[config.mk]
export PLATFORM = sky130hd
export DESIGN_NAME = vector_pattern_matcher
export DESIGN_NICKNAME = d
export VERILOG_FILES = /design/src/vpm_pkg.sv /design/src/vpm_front.sv /design/src/vpm_queue.sv /design/src/vpm_back.sv /design/src/vector_pattern_matcher.sv
export SDC_FILE = /design/constraint.sdc
export NUM_CORES = 2
export LEC_CHECK = 0
export ABC_AREA = 1
export BUFFER_PORTS_ARGS = -buffer_cell sky130_fd_sc_hd__buf_4
export CORE_MARGIN = 1
export CORE_UTILIZATION = 35
export CTS_CLUSTER_SIZE = 20
export DETAILED_ROUTE_END_ITERATION = 12
export HOLD_SLACK_MARGIN = 0.08
export PLACE_DENSITY = 0.53
export SLEW_MARGIN = 20
export SYNTH_ARGS = -nofsm -noshare
export SYNTH_HDL_FRONTEND = slang
export SYNTH_SLANG_ARGS = --single-unit
export TNS_END_PERCENT = 100
[constraint.sdc]
create_clock -name clock -period 6.75 [get_ports clock]
set_clock_uncertainty 0.1 [all_clocks]
set_input_delay 0.675 -clock clock [delete_from_list [all_inputs] [get_ports clock]]
set_output_delay 0.675 -clock clock [all_outputs]
set_load 0.01 [all_outputs]
[src/vpm_pkg.sv]
// Package for the vector pattern matcher: field widths, function and
// register codes, and the command type passed from front end to back end.
// No dependencies.
`default_nettype none

package vpm_pkg;

   localparam int FUNC_W      = 2;
   localparam int INDEX_W     = 6;
   localparam int VALUE_W     = 32;
   localparam int CSR_INDEX_W = 2;
   localparam int CSR_DATA_W  = 9;
   localparam int DIM_REG_W   = 9;
   localparam int LEN_REG_W   = 7;
   localparam int OCC_W       = 16;
   localparam int POS_OUT_W   = 8;

   // Function codes carried on the request channel.
   localparam logic [FUNC_W-1:0] FUNC_WRITE = 2'd0;
   localparam logic [FUNC_W-1:0] FUNC_ELEM  = 2'd1;
   localparam logic [FUNC_W-1:0] FUNC_CLEAR = 2'd2;

   // Configuration register indexes.
   localparam logic [CSR_INDEX_W-1:0] CSR_NUM_ROWS    = 2'd0;
   localparam logic [CSR_INDEX_W-1:0] CSR_NUM_COLS    = 2'd1;
   localparam logic [CSR_INDEX_W-1:0] CSR_PATTERN_LEN = 2'd2;

   localparam logic [DIM_REG_W-1:0] NUM_ROWS_RESET    = 9'd256;
   localparam logic [DIM_REG_W-1:0] NUM_COLS_RESET    = 9'd256;
   localparam logic [LEN_REG_W-1:0] PATTERN_LEN_RESET = 7'd1;

   typedef enum logic [1:0] {
      OP_WRITE,
      OP_ELEM,
      OP_CLEAR
   } op_type;

   typedef struct packed {
      op_type                    op;
      logic [INDEX_W-1:0]        word_index;
      logic signed [VALUE_W-1:0] word_value;
   } cmd_type;

endpackage

`default_nettype wire

[src/vpm_front.sv]
// Front end of the pattern matcher: accepts request items, decodes the
// function code and holds one classified command. Uses vpm_pkg.
`default_nettype none

module vpm_front (
   input  wire logic                           clock,
   input  wire logic                           reset,
   input  wire logic                           req_valid,
   output logic                                req_ready,
   input  wire logic [vpm_pkg::FUNC_W-1:0]     req_func,
   input  wire logic [vpm_pkg::INDEX_W-1:0]    req_word_index,
   input  wire logic signed [vpm_pkg::VALUE_W-1:0] req_word_value,
   output logic                                out_valid,
   input  wire logic                           out_ready,
   output vpm_pkg::cmd_type                    out_cmd
);

   logic             valid_ff, valid_in;
   vpm_pkg::cmd_type cmd_ff, cmd_in;
   logic             keep;

   assign req_ready = !valid_ff || out_ready;

   always_comb begin
      keep          = 1'b1;
      cmd_in        = cmd_ff;
      cmd_in.word_index = req_word_index;
      cmd_in.word_value = req_word_value;
      unique case (req_func)
         vpm_pkg::FUNC_WRITE: cmd_in.op = vpm_pkg::OP_WRITE;
         vpm_pkg::FUNC_ELEM:  cmd_in.op = vpm_pkg::OP_ELEM;
         vpm_pkg::FUNC_CLEAR: cmd_in.op = vpm_pkg::OP_CLEAR;
         default: begin
            // The unused code is accepted and dropped here.
            keep      = 1'b0;
            cmd_in.op = cmd_ff.op;
         end
      endcase

      if (req_valid && req_ready && keep) begin
         valid_in = 1'b1;
      end else if (out_ready) begin
         valid_in = 1'b0;
      end else begin
         valid_in = valid_ff;
      end
   end

   always_ff @(posedge clock) begin
      if (reset) begin
         valid_ff <= 1'b0;
      end else begin
         valid_ff <= valid_in;
      end
      if (req_valid && req_ready && keep) begin
         cmd_ff <= cmd_in;
      end
   end

   assign out_valid = valid_ff;
   assign out_cmd   = cmd_ff;

endmodule

`default_nettype wire

[src/vpm_queue.sv]
// Two-entry command queue between front end and back end of the pattern
// matcher, so that each side can stall on its own. Uses vpm_pkg.
`default_nettype none

module vpm_queue (
   input  wire logic             clock,
   input  wire logic             reset,
   input  wire logic             in_valid,
   output logic                  in_ready,
   input  wire vpm_pkg::cmd_type in_cmd,
   output logic                  out_valid,
   input  wire logic             out_ready,
   output vpm_pkg::cmd_type      out_cmd
);

   localparam int DEPTH = 2;

   vpm_pkg::cmd_type entries_ff [DEPTH];
   logic             wptr_ff, wptr_in;
   logic             rptr_ff, rptr_in;
   logic [1:0]       count_ff, count_in;
   logic             push, pop;

   assign in_ready  = (count_ff != 2'(DEPTH));
   assign out_valid = (count_ff != 2'd0);
   assign out_cmd   = entries_ff[rptr_ff];
   assign push      = in_valid && in_ready;
   assign pop       = out_valid && out_ready;

   always_comb begin
      wptr_in  = push ? !wptr_ff : wptr_ff;
      rptr_in  = pop  ? !rptr_ff : rptr_ff;
      count_in = count_ff + 2'(push) - 2'(pop);
   end

   always_ff @(posedge clock) begin
      if (reset) begin
         wptr_ff  <= 1'b0;
         rptr_ff  <= 1'b0;
         count_ff <= 2'd0;
      end else begin
         wptr_ff  <= wptr_in;
         rptr_ff  <= rptr_in;
         count_ff <= count_in;
      end
      if (push) begin
         entries_ff[wptr_ff] <= in_cmd;
      end
   end

endmodule

`default_nettype wire

[src/vpm_back.sv]
// Back end of the pattern matcher: pattern memory, scan state and the
// result register. Uses vpm_pkg; driven by vpm_queue through the top level.
`default_nettype none

module vpm_back #(
   parameter int PATTERN_DEPTH = 64,
   parameter int MAX_DIM       = 256,
   localparam int RW  = $clog2(MAX_DIM + 1),
   localparam int MCW = $clog2(PATTERN_DEPTH + 1)
) (
   input  wire logic                            clock,
   input  wire logic                            reset,
   input  wire logic                            in_valid,
   output logic                                 in_ready,
   input  wire vpm_pkg::cmd_type                in_cmd,
   input  wire logic [RW-1:0]                   num_rows,
   input  wire logic [RW-1:0]                   num_cols,
   input  wire logic [MCW-1:0]                  pattern_len,
   output logic                                 rsp_valid,
   input  wire logic                            rsp_ready,
   output logic [vpm_pkg::OCC_W-1:0]            rsp_occurrence,
   output logic [vpm_pkg::POS_OUT_W-1:0]        rsp_start_row,
   output logic [vpm_pkg::POS_OUT_W-1:0]        rsp_start_col,
   output logic [vpm_pkg::LEN_REG_W-1:0]        rsp_match_len
);

   localparam int AW = (PATTERN_DEPTH > 1) ? $clog2(PATTERN_DEPTH) : 1;
   localparam int CW = $clog2(MAX_DIM);

   logic [vpm_pkg::VALUE_W-1:0] pattern_mem_ff [PATTERN_DEPTH];
   logic [vpm_pkg::VALUE_W-1:0] rd_data_ff;
   logic [vpm_pkg::VALUE_W-1:0] word0_ff, word0_in;
   logic [AW-1:0]               rd_addr, wr_addr;
   logic                        wr_en;

   logic [MCW-1:0]              mc_ff, mc_in, mc_step;
   logic [RW-1:0]               row_ff, row_in;
   logic [CW-1:0]               col_ff, col_in;
   logic [CW:0]                 col_inc;
   logic [CW-1:0]               first_row_ff, first_row_in;
   logic [CW-1:0]               first_col_ff, first_col_in;
   logic [vpm_pkg::OCC_W-1:0]   total_ff, total_in;

   logic                        rsp_valid_ff, rsp_valid_in;
   logic [vpm_pkg::OCC_W-1:0]   occ_ff;
   logic [vpm_pkg::POS_OUT_W-1:0] srow_ff, scol_ff;
   logic [vpm_pkg::LEN_REG_W-1:0] len_out_ff;

   logic                        fire, hit, found;
   logic [vpm_pkg::VALUE_W-1:0] value;

   assign in_ready = !rsp_valid_ff || rsp_ready;
   assign fire     = in_valid && in_ready;
   assign value    = $unsigned(in_cmd.word_value);
   assign wr_addr  = AW'(in_cmd.word_index);

   always_comb begin
      mc_in        = mc_ff;
      row_in       = row_ff;
      col_in       = col_ff;
      first_row_in = first_row_ff;
      first_col_in = first_col_ff;
      total_in     = total_ff;
      word0_in     = word0_ff;
      wr_en        = 1'b0;
      hit          = 1'b0;
      found        = 1'b0;
      mc_step      = mc_ff;
      col_inc      = {1'b0, col_ff} + 1'b1;

      if (fire) begin
         unique case (in_cmd.op)
            vpm_pkg::OP_WRITE: begin
               if (32'(in_cmd.word_index) < PATTERN_DEPTH) begin
                  wr_en = 1'b1;
                  if (wr_addr == '0) begin
                     word0_in = value;
                  end
               end
            end
            vpm_pkg::OP_CLEAR: begin
               mc_in        = '0;
               row_in       = '0;
               col_in       = '0;
               first_row_in = '0;
               first_col_in = '0;
               total_in     = '0;
            end
            vpm_pkg::OP_ELEM: begin
               if (row_ff < num_rows) begin
                  // rd_data_ff always holds the pattern word at mc_ff.
                  hit = (mc_ff < pattern_len) && (value == rd_data_ff);
                  if (hit) begin
                     if (mc_ff == '0) begin
                        first_row_in = CW'(row_ff);
                        first_col_in = col_ff;
                     end
                     mc_step = MCW'(mc_ff + 1'b1);
                  end else if (value == word0_ff) begin
                     // Restart on the current element.
                     first_row_in = CW'(row_ff);
                     first_col_in = col_ff;
                     mc_step      = MCW'(1);
                  end else begin
                     mc_step = '0;
                  end

                  if (mc_step == pattern_len) begin
                     found = 1'b1;
                     mc_in = '0;
                     if (total_ff != {vpm_pkg::OCC_W{1'b1}}) begin
                        total_in = total_ff + 1'b1;
                     end
                  end else begin
                     mc_in = mc_step;
                  end

                  if (col_inc >= num_cols) begin
                     col_in = '0;
                     row_in = RW'(row_ff + 1'b1);
                  end else begin
                     col_in = CW'(col_inc);
                  end
               end
            end
            default: begin
            end
         endcase
      end

      // Fetch the word needed for the next element in this cycle.
      rd_addr = AW'(mc_in);

      if (found) begin
         rsp_valid_in = 1'b1;
      end else if (rsp_ready) begin
         rsp_valid_in = 1'b0;
      end else begin
         rsp_valid_in = rsp_valid_ff;
      end
   end

   always_ff @(posedge clock) begin
      if (wr_en) begin
         pattern_mem_ff[wr_addr] <= value;
      end
      if (wr_en && (wr_addr == rd_addr)) begin
         rd_data_ff <= value;
      end else begin
         rd_data_ff <= pattern_mem_ff[rd_addr];
      end
   end

   always_ff @(posedge clock) begin
      if (reset) begin
         mc_ff        <= '0;
         row_ff       <= '0;
         col_ff       <= '0;
         first_row_ff <= '0;
         first_col_ff <= '0;
         total_ff     <= '0;
         rsp_valid_ff <= 1'b0;
      end else begin
         mc_ff        <= mc_in;
         row_ff       <= row_in;
         col_ff       <= col_in;
         first_row_ff <= first_row_in;
         first_col_ff <= first_col_in;
         total_ff     <= total_in;
         rsp_valid_ff <= rsp_valid_in;
      end
      word0_ff <= word0_in;
      if (found) begin
         occ_ff     <= total_in;
         srow_ff    <= vpm_pkg::POS_OUT_W'(first_row_in);
         scol_ff    <= vpm_pkg::POS_OUT_W'(first_col_in);
         len_out_ff <= vpm_pkg::LEN_REG_W'(pattern_len);
      end
   end

   assign rsp_valid      = rsp_valid_ff;
   assign rsp_occurrence = occ_ff;
   assign rsp_start_row  = srow_ff;
   assign rsp_start_col  = scol_ff;
   assign rsp_match_len  = len_out_ff;

endmodule

`default_nettype wire

[src/vector_pattern_matcher.sv]
// Top level of the vector pattern matcher: configuration registers and the
// front end, queue and back end. Uses vpm_pkg, vpm_front, vpm_queue, vpm_back.
//
// The block takes one request item per clock cycle, back to back, while
// nothing stalls, and gives at most one result per element item. An item
// passes a decode register, a two-entry queue and the back end, whose
// result register holds the result. The sustained rate of one item
// per cycle is set by the match loop in the back end: each element compares
// against a pattern word that the registered memory read fetched in the
// previous cycle, addressed by that cycle's next match count. Configuration
// writes are always taken and must only happen while the block is idle.
// Pattern words never written read back as unknown; no clearing pass runs.
`default_nettype none

module vector_pattern_matcher #(
   parameter int PATTERN_DEPTH = 64,
   parameter int MAX_DIM       = 256
) (
   input  wire logic                                clock,
   input  wire logic                                reset,
   input  wire logic                                req_valid,
   output logic                                     req_ready,
   input  wire logic [vpm_pkg::FUNC_W-1:0]          req_func,
   input  wire logic [vpm_pkg::INDEX_W-1:0]         req_word_index,
   input  wire logic signed [vpm_pkg::VALUE_W-1:0]  req_word_value,
   output logic                                     rsp_valid,
   input  wire logic                                rsp_ready,
   output logic [vpm_pkg::OCC_W-1:0]                rsp_occurrence,
   output logic [vpm_pkg::POS_OUT_W-1:0]            rsp_start_row,
   output logic [vpm_pkg::POS_OUT_W-1:0]            rsp_start_col,
   output logic [vpm_pkg::LEN_REG_W-1:0]            rsp_match_len,
   input  wire logic                                csr_valid,
   output logic                                     csr_ready,
   input  wire logic [vpm_pkg::CSR_INDEX_W-1:0]     csr_index,
   input  wire logic [vpm_pkg::CSR_DATA_W-1:0]      csr_data
);

   localparam int RW  = $clog2(MAX_DIM + 1);
   localparam int MCW = $clog2(PATTERN_DEPTH + 1);

   logic [vpm_pkg::DIM_REG_W-1:0] rows_ff, rows_in;
   logic [vpm_pkg::DIM_REG_W-1:0] cols_ff, cols_in;
   logic [vpm_pkg::LEN_REG_W-1:0] len_ff, len_in;
   logic [RW-1:0]                 rows_clamped, cols_clamped;
   logic [MCW-1:0]                len_clamped;

   logic             front_valid, front_ready;
   vpm_pkg::cmd_type front_cmd;
   logic             back_valid, back_ready;
   vpm_pkg::cmd_type back_cmd;

   assign csr_ready = 1'b1;

   always_comb begin
      rows_in = rows_ff;
      cols_in = cols_ff;
      len_in  = len_ff;
      if (csr_valid && csr_ready) begin
         unique case (csr_index)
            vpm_pkg::CSR_NUM_ROWS:    rows_in = csr_data;
            vpm_pkg::CSR_NUM_COLS:    cols_in = csr_data;
            vpm_pkg::CSR_PATTERN_LEN: len_in  = vpm_pkg::LEN_REG_W'(csr_data);
            default: begin
            end
         endcase
      end
   end

   always_ff @(posedge clock) begin
      if (reset) begin
         rows_ff <= vpm_pkg::NUM_ROWS_RESET;
         cols_ff <= vpm_pkg::NUM_COLS_RESET;
         len_ff  <= vpm_pkg::PATTERN_LEN_RESET;
      end else begin
         rows_ff <= rows_in;
         cols_ff <= cols_in;
         len_ff  <= len_in;
      end
   end

   // Out-of-range settings are clamped into the supported range.
   always_comb begin
      if (rows_ff == '0) begin
         rows_clamped = RW'(1);
      end else if (32'(rows_ff) > MAX_DIM) begin
         rows_clamped = RW'(MAX_DIM);
      end else begin
         rows_clamped = RW'(rows_ff);
      end
      if (cols_ff == '0) begin
         cols_clamped = RW'(1);
      end else if (32'(cols_ff) > MAX_DIM) begin
         cols_clamped = RW'(MAX_DIM);
      end else begin
         cols_clamped = RW'(cols_ff);
      end
      if (len_ff == '0) begin
         len_clamped = MCW'(1);
      end else if (32'(len_ff) > PATTERN_DEPTH) begin
         len_clamped = MCW'(PATTERN_DEPTH);
      end else begin
         len_clamped = MCW'(len_ff);
      end
   end

   vpm_front u_front (
      .clock          (clock),
      .reset          (reset),
      .req_valid      (req_valid),
      .req_ready      (req_ready),
      .req_func       (req_func),
      .req_word_index (req_word_index),
      .req_word_value (req_word_value),
      .out_valid      (front_valid),
      .out_ready      (front_ready),
      .out_cmd        (front_cmd)
   );

   vpm_queue u_queue (
      .clock     (clock),
      .reset     (reset),
      .in_valid  (front_valid),
      .in_ready  (front_ready),
      .in_cmd    (front_cmd),
      .out_valid (back_valid),
      .out_ready (back_ready),
      .out_cmd   (back_cmd)
   );

   vpm_back #(
      .PATTERN_DEPTH (PATTERN_DEPTH),
      .MAX_DIM       (MAX_DIM)
   ) u_back (
      .clock          (clock),
      .reset          (reset),
      .in_valid       (back_valid),
      .in_ready       (back_ready),
      .in_cmd         (back_cmd),
      .num_rows       (rows_clamped),
      .num_cols       (cols_clamped),
      .pattern_len    (len_clamped),
      .rsp_valid      (rsp_valid),
      .rsp_ready      (rsp_ready),
      .rsp_occurrence (rsp_occurrence),
      .rsp_start_row  (rsp_start_row),
      .rsp_start_col  (rsp_start_col),
      .rsp_match_len  (rsp_match_len)
   );

`ifndef SYNTH
   // A decoded item waiting on a full queue must not change.
   assert property (@(posedge clock) disable iff (reset)
      front_valid && !front_ready |=> front_valid && $stable(front_cmd))
      else $error("front end dropped or changed a stalled item");

   // Occurrence numbers start at one.
   assert property (@(posedge clock) disable iff (reset)
      rsp_valid |-> rsp_occurrence != '0)
      else $error("result with zero occurrence number");

   // The reported length always lies in the clamped pattern range.
   assert property (@(posedge clock) disable iff (reset)
      rsp_valid |-> (rsp_match_len != '0) && (32'(rsp_match_len) <= PATTERN_DEPTH))
      else $error("result with out-of-range match length");

   // The back end stalls only behind a result that is not taken.
   assert property (@(posedge clock) disable iff (reset)
      !back_ready |-> rsp_valid && !rsp_ready)
      else $error("back end stalled without a pending result");
`endif

endmodule

`default_nettype wire
# Word level (Yosys, flattened, before mapping)
# Memory sizes are Yosys's and may differ from the RTL's. A register that Yosys moved wholly into a read port is not among the register bits.
# Cells that the tools add are included.
# word_totals
ff_bits	198
mem_bits_rw	2128
in_bits	56
out_inout_bits	42
elab_cells	138
memories	2
# op_classes
addsub	6
n_lt_le_gt_ge	6
eq_ne	13
muxes	56
n_reduce_logical	32
# memory_table
memory	depth	word_bits	rd	rd_clocked_by_memory_dff	write_ports	line_no	source
u_back.pattern_mem_ff	64	32	1	1	1	vpm_back.sv:30	logic [vpm_pkg::VALUE_W-1:0] pattern_mem_ff [PATTERN_DEPTH];
u_queue.entries_ff	2	40	1	1	1	vpm_queue.sv:18	vpm_pkg::cmd_type entries_ff [DEPTH];
# ops
op	n
$mux 8	12
$eq 32x32->1	2
$mux 16	4
$mux 7	8
$mux 9	6
$pmux 8 s2	3
$pmux 16 s2	1
$gt 9x9->1 const B	2
$logic_not 9->1	2
$mux 1	18
$pmux 9 s2	1
$add 16x1->16 const B	1
$ne 16x16->1 const B	1
$logic_not 7->1	2
$pmux 7 s2	1
$add 8x1->9 const B	1
$add 9x1->9 const B	1
$ge 9x9->1	1
$lt 9x9->1	1
$reduce_and 2->1	4
$reduce_bool 2->1	4
$add 7x1->7 const B	1
$eq 7x7->1	1
$gt 7x7->1 const B	1
other kinds (18)	34

# Depth between registers and ports, before layout
# depth
word_depth	15
ltp_mapped	31
mapped_depth_nobuf	28

# By module
# A second synthesis with hierarchy kept.
# hier_totals
cells_unflattened	8088
area_unflattened_um2	95451.5
# modules_own_cells
mod	instances	cells_each	area_each_um2	seq_area_each_um2
vpm_back	1	7711	89866.2	64892.2
vpm_queue	1	160	3148.0	2502.4
vpm_front	1	51	1273.7	1221.2
vector_pattern_matcher	1	166	1163.6	500.5

# Worst setup path after synthesis
# No wires, ideal clock.
# synth_path
path_type	reg-to-reg
start	register with a tool-made name
end	register u_back.len_out_ff, in the netlist u_back.rsp_match_len[0] (enable)
setup_time_ps	394
arrival_ps	3874
t_required_ps	6256
setup_slack_ps	2381
stages_incl_launch_ff	20
n_path_buf	3
synth_period_minus_slack_ps	4369
cell_sequence	dfxtp_1 clkbuf_1 clkbuf_1 o21ai_0 inv_1 nand3_1 nand2_1 nand3_1 nor2_1 nand2_1 nor2_4 buf_6 nand3_2 nand2_1 nand2_1 nor2_1 nand3_1 nor2_4 nand3_1 inv_1
# synth_lines
element	line_no	source
to (signal assigned)	vpm_back.sv:177	len_out_ff <= vpm_pkg::LEN_REG_W'(pattern_len);
to (decl)	vpm_back.sv:47	logic [vpm_pkg::LEN_REG_W-1:0] len_out_ff;

==> flow_metrics.py <==
metrics = {
    "power": {
        "ir_drop_mv": 0.215,
        "switchingPower_w": 0.00906,
        "p_int_w": 0.0252,
        "clkPwrFrac": 0.368,
        "p_leak_nw": 37.8,
        "combPwrFrac": 0.119,
        "pwr-share-seq": 0.514,
        "sw_frac_of_total": 0.264,
        "p_per_area_mw_per_mm2": 316,
    },
    "floorplanning": {
        "io-pin-count": 98,
        "die_y_um": 525,
        "rows": 191,
        "fp.dieW_um": 525,
        "initial_utilization": 0.353,
        "core_mm2": 0.271,
        "dieArea_mm2": 0.276,
    },
    "sta": {
        "worstMarginPinSlew_ns": 1.15,
        "finalSetupTns_ns": 0,
        "finalCritPeriodShare": 0.842,
        "holdWs_ns": 0.206,
        "slew_violations": 0,
        "final.min_clock_period_ns": 5.69,
        "slew_headroom": 0.235,
        "grt_setup_unrepaired": "no",
        "hold_viol": 0,
        "setup_viol": 0,
        "max_freq_mhz": 176,
    },
    "run_status": {
        "status": "finished clean",
    },
    "detailed_routing": {
        "top_layer_used": "met4",
        "drc": 0,
        "wl_met2_um": 129000,
        "wire_per_inst_um": 23.8,
        "wl_met1_um": 124000,
        "drtAntennaViolNets": 0,
        "drtIter0Drc": 7146,
        "viasPerCell": 5.30,
        "drt-total-wl_um": 285000,
        "vias": 63500,
        "first_pass_iters": 6,
        "wl_met3_um": 22000,
    },
    "worst_setup_path": {
        "r2r_slack_ns": 1.06,
        "r2r_cells": 25,
        "crit_cells": 25,
        "crit_arrival_ns": 6.23,
        "crit_slowest_cell": "buf_4",
        "max_stage_delay_ns": 0.64,
        "critPathMaxFanout": 77,
        "start_kind": "flip-flop",
        "cp.required_ns": 7.30,
        "path_buf_inv": 4,
        "endpoint_kind": "flip-flop",
        "reg2reg_to": "u_back.rsp_occurrence[12]",
        "cpLargestDelayFamily": "simple AND/OR/NAND/NOR gates",
        "critical_path_class": "reg2reg",
        "critPathCapture": "u_back.rsp_occurrence[12]",
    },
    "synthesis": {
        "synth_edf_count": 2239,
        "ys_types": 45,
        "async_reset_ff_frac": 0,
        "synth.top_cell.area_share": 0.703,
        "synth_nets": 8199,
        "synth_area_mm2": 0.0957,
        "synth_top_cell_by_area": "edfxtp_1",
        "synth.area.top_cells": "edfxtp_1 70%, nand3_1 10%, nand2_1 9.2%",
        "yosysWarningCount": 0,
        "yosys_register_bits": 2333,
        "ys.flop_type": "edfxtp_1",
        "postSynthCellCount": 8111,
        "syn_area_per_cell_um2": 11.8,
        "seq_area_frac_synth": 0.722,
    },
    "clocking": {
        "root_buffer": "clkbuf_16",
        "cts_sinks": 2333,
        "cts_max_path_buffers": 4,
        "clk_latency_ns": 0.91,
        "clk_pin_slew_ns": 0.06,
        "cts_resized": 0,
        "cts_tree": "yes",
        "htree_levels": 4,
        "cts_buffers": 234,
    },
    "layout": {
        "drive_above_1_share": 0.0870,
        "layout.nets": 8301,
        "post-route-util": 0.400,
        "multi_input_area_mm2": 0.0233,
        "area_growth_pct": 13.3,
        "mostFrequentLayoutCells": "2349 x nand2_1, 2239 x edfxtp_1, 1973 x nand3_1",
        "ff_latch_area_mm2": 0.0691,
        "fillers": 25300,
        "final_common_cell": "nand2_1",
    },
    "worst_hold_path": {
        "hp-class": "in2reg",
        "min_from": "reset",
    },
    "placement": {
        "dp_hpwl_um": 156000,
        "io_buffers": 96,
        "gp_congestion": 0.887,
    },
    "global_routing": {
        "grt_pass1_vias": 59800,
        "grt_pass1_wl_um": 413000,
        "antenna_found_initial": 14,
        "grt_max_degree": 195,
        "grt-ovfl-total": 0,
        "grt_util_all_layers": 0.202,
    },
    "run": {
        "max_cap_violations": 0,
    },
}
-- power groups by stage --
stage          Combinational (W)  Sequential, W  Clock [W]
6_report                 0.00407         0.0176     0.0126
5_1_grt                  0.00429         0.0176     0.0133
4_1_cts                  0.00400         0.0176     0.0128
3_5_place_dp             0.00397         0.0179          0
3_3_place_gp             0.00388         0.0179          0
2_1_floorplan            0.00182         0.0178          0
-- worst min path at each step --
| stage | end | slack [ns] | depth (start not counted) |
|---|---|---|---|
| final | u_back.total_ff[12] | 0.21 | 2 |
| after CTS | u_back.total_ff[12] | 0.15 | 2 |
| after global placement | u_queue.entries_ff[0][39] | 0.33 | 0 |
| after global routing | u_back.total_ff[11] | 0.21 | 2 |
| after detailed placement | u_queue.entries_ff[1][8] | 0.33 | 0 |
| after floorplan | u_queue.entries_ff[0][0] | 0.32 | 0 |
-- synthesized netlist by cell type, drive strengths merged (21+ instances only) --
| library cell | count |
|---|---|
| nand3 | 1976 |
| o22ai | 28 |
| nor2 | 264 |
| clkbuf | 85 |
| xor2 | 21 |
| o21ai | 157 |
| edfxtp | 2239 |
| ha | 32 |
| dfxtp | 94 |
| buf | 409 |
| nand4 | 24 |
| o211ai | 51 |
| a21oi | 74 |
| nand2 | 2349 |
| inv | 223 |
-- routing by layer --
| metal | global-route usage | vias up |
|---|---|---|
| li1 | - | 29000 |
| met3 | 0.0327 | 447 |
| met5 | 0 | - |
| met1 | 0.283 | 31700 |
| met2 | 0.314 | 2371 |
| met4 | 0.0710 | 0 |
-- cell type report --
| class | count | area share |
|---|---|---|
| antenna | 2 | 0.0000461 |
| clock buffer | 290 | 0.0564 |
| clock inverter | 132 | 0.0107 |
| inverter | 225 | 0.00810 |
| multi-input combinational | 5059 | 0.215 |
| sequential | 2333 | 0.638 |
| tap | 3570 | 0.0412 |
| timing repair buffer | 360 | 0.0312 |
-- through the flow --
stage / total power (W) / setup WS, ns / instances / cell area, µm²
after floorplan: 0.0197 / 2.38 / 8111 / 95700
after global placement: 0.0218 / 1.05 / 11500 / 101000
after detailed placement: 0.0219 / 1.16 / 11500 / 101000
after CTS: 0.0344 / 1.15 / 12000 / 108000
after global routing: 0.0352 / 0.858 / 12000 / 108000
final: 0.0342 / 1.06 / 12000 / 108000
-- timing repair --
action | in CTS | in global routing
endpoints found under the hold margin | 67 | 0
setup buffers | 0 | 0
hold buffers | 55 | 0
-- flip-flops by register name, summed over array words and instances (netlist names), 2 cells and up, named ones only --
register and cells:
u_back.total_ff 16, u_back.rsp_occurrence 16, u_back.rsp_start_col 8, u_back.first_col_ff 8, u_back.pattern_mem_ff 2048, u_back.col_ff 8
len_ff 7, u_back.first_row_ff 8, cols_ff 9, rows_ff 9, u_queue.count_ff 2, u_front.out_cmd 40
u_back.word0_ff 32, u_back.rsp_match_len 7, u_back.row_ff 9, u_back.mc_ff 7, u_back.rsp_start_row 8, u_queue.entries_ff 80
-- cell families after synthesis --
family | share of synthesized area
buffers and inverters | 0.0396
xor gates and xnor gates | 0.00375
muxes | 0.000340
and+or+nand+nor | 0.210
other | 0.0000392
AOI/OAI and AO/OA | 0.0196
adders and majority gates | 0.00418
DFF | 0.722
-- worst reg2reg max path, stage by stage, from the launching register on --
cell and delay [ns]:
dfxtp_4 0.42, inv_8 0.51, buf_4 0.74, nand3_1 0.16, nand3_1 0.11, nand3_1 0.13, nand3_1 0.22, nand3_1 0.39
nand3_1 0.24, nand2_1 0.07, nor2_1 0.09, nand2_1 0.08, inv_1 0.06, nand2_1 0.08, nor2_1 0.50, nand3_1 0.27
nand2_1 0.14, nand3_1 0.07, nand2_1 0.09, nand2_1 0.10, nor2_4 0.16, nand2_1 0.29, nand2_1 0.17, nand3_1 0.09
nand2_1 0.09, inv_1 0.05
Note: power is estimated with default switching activity, not from simulation.
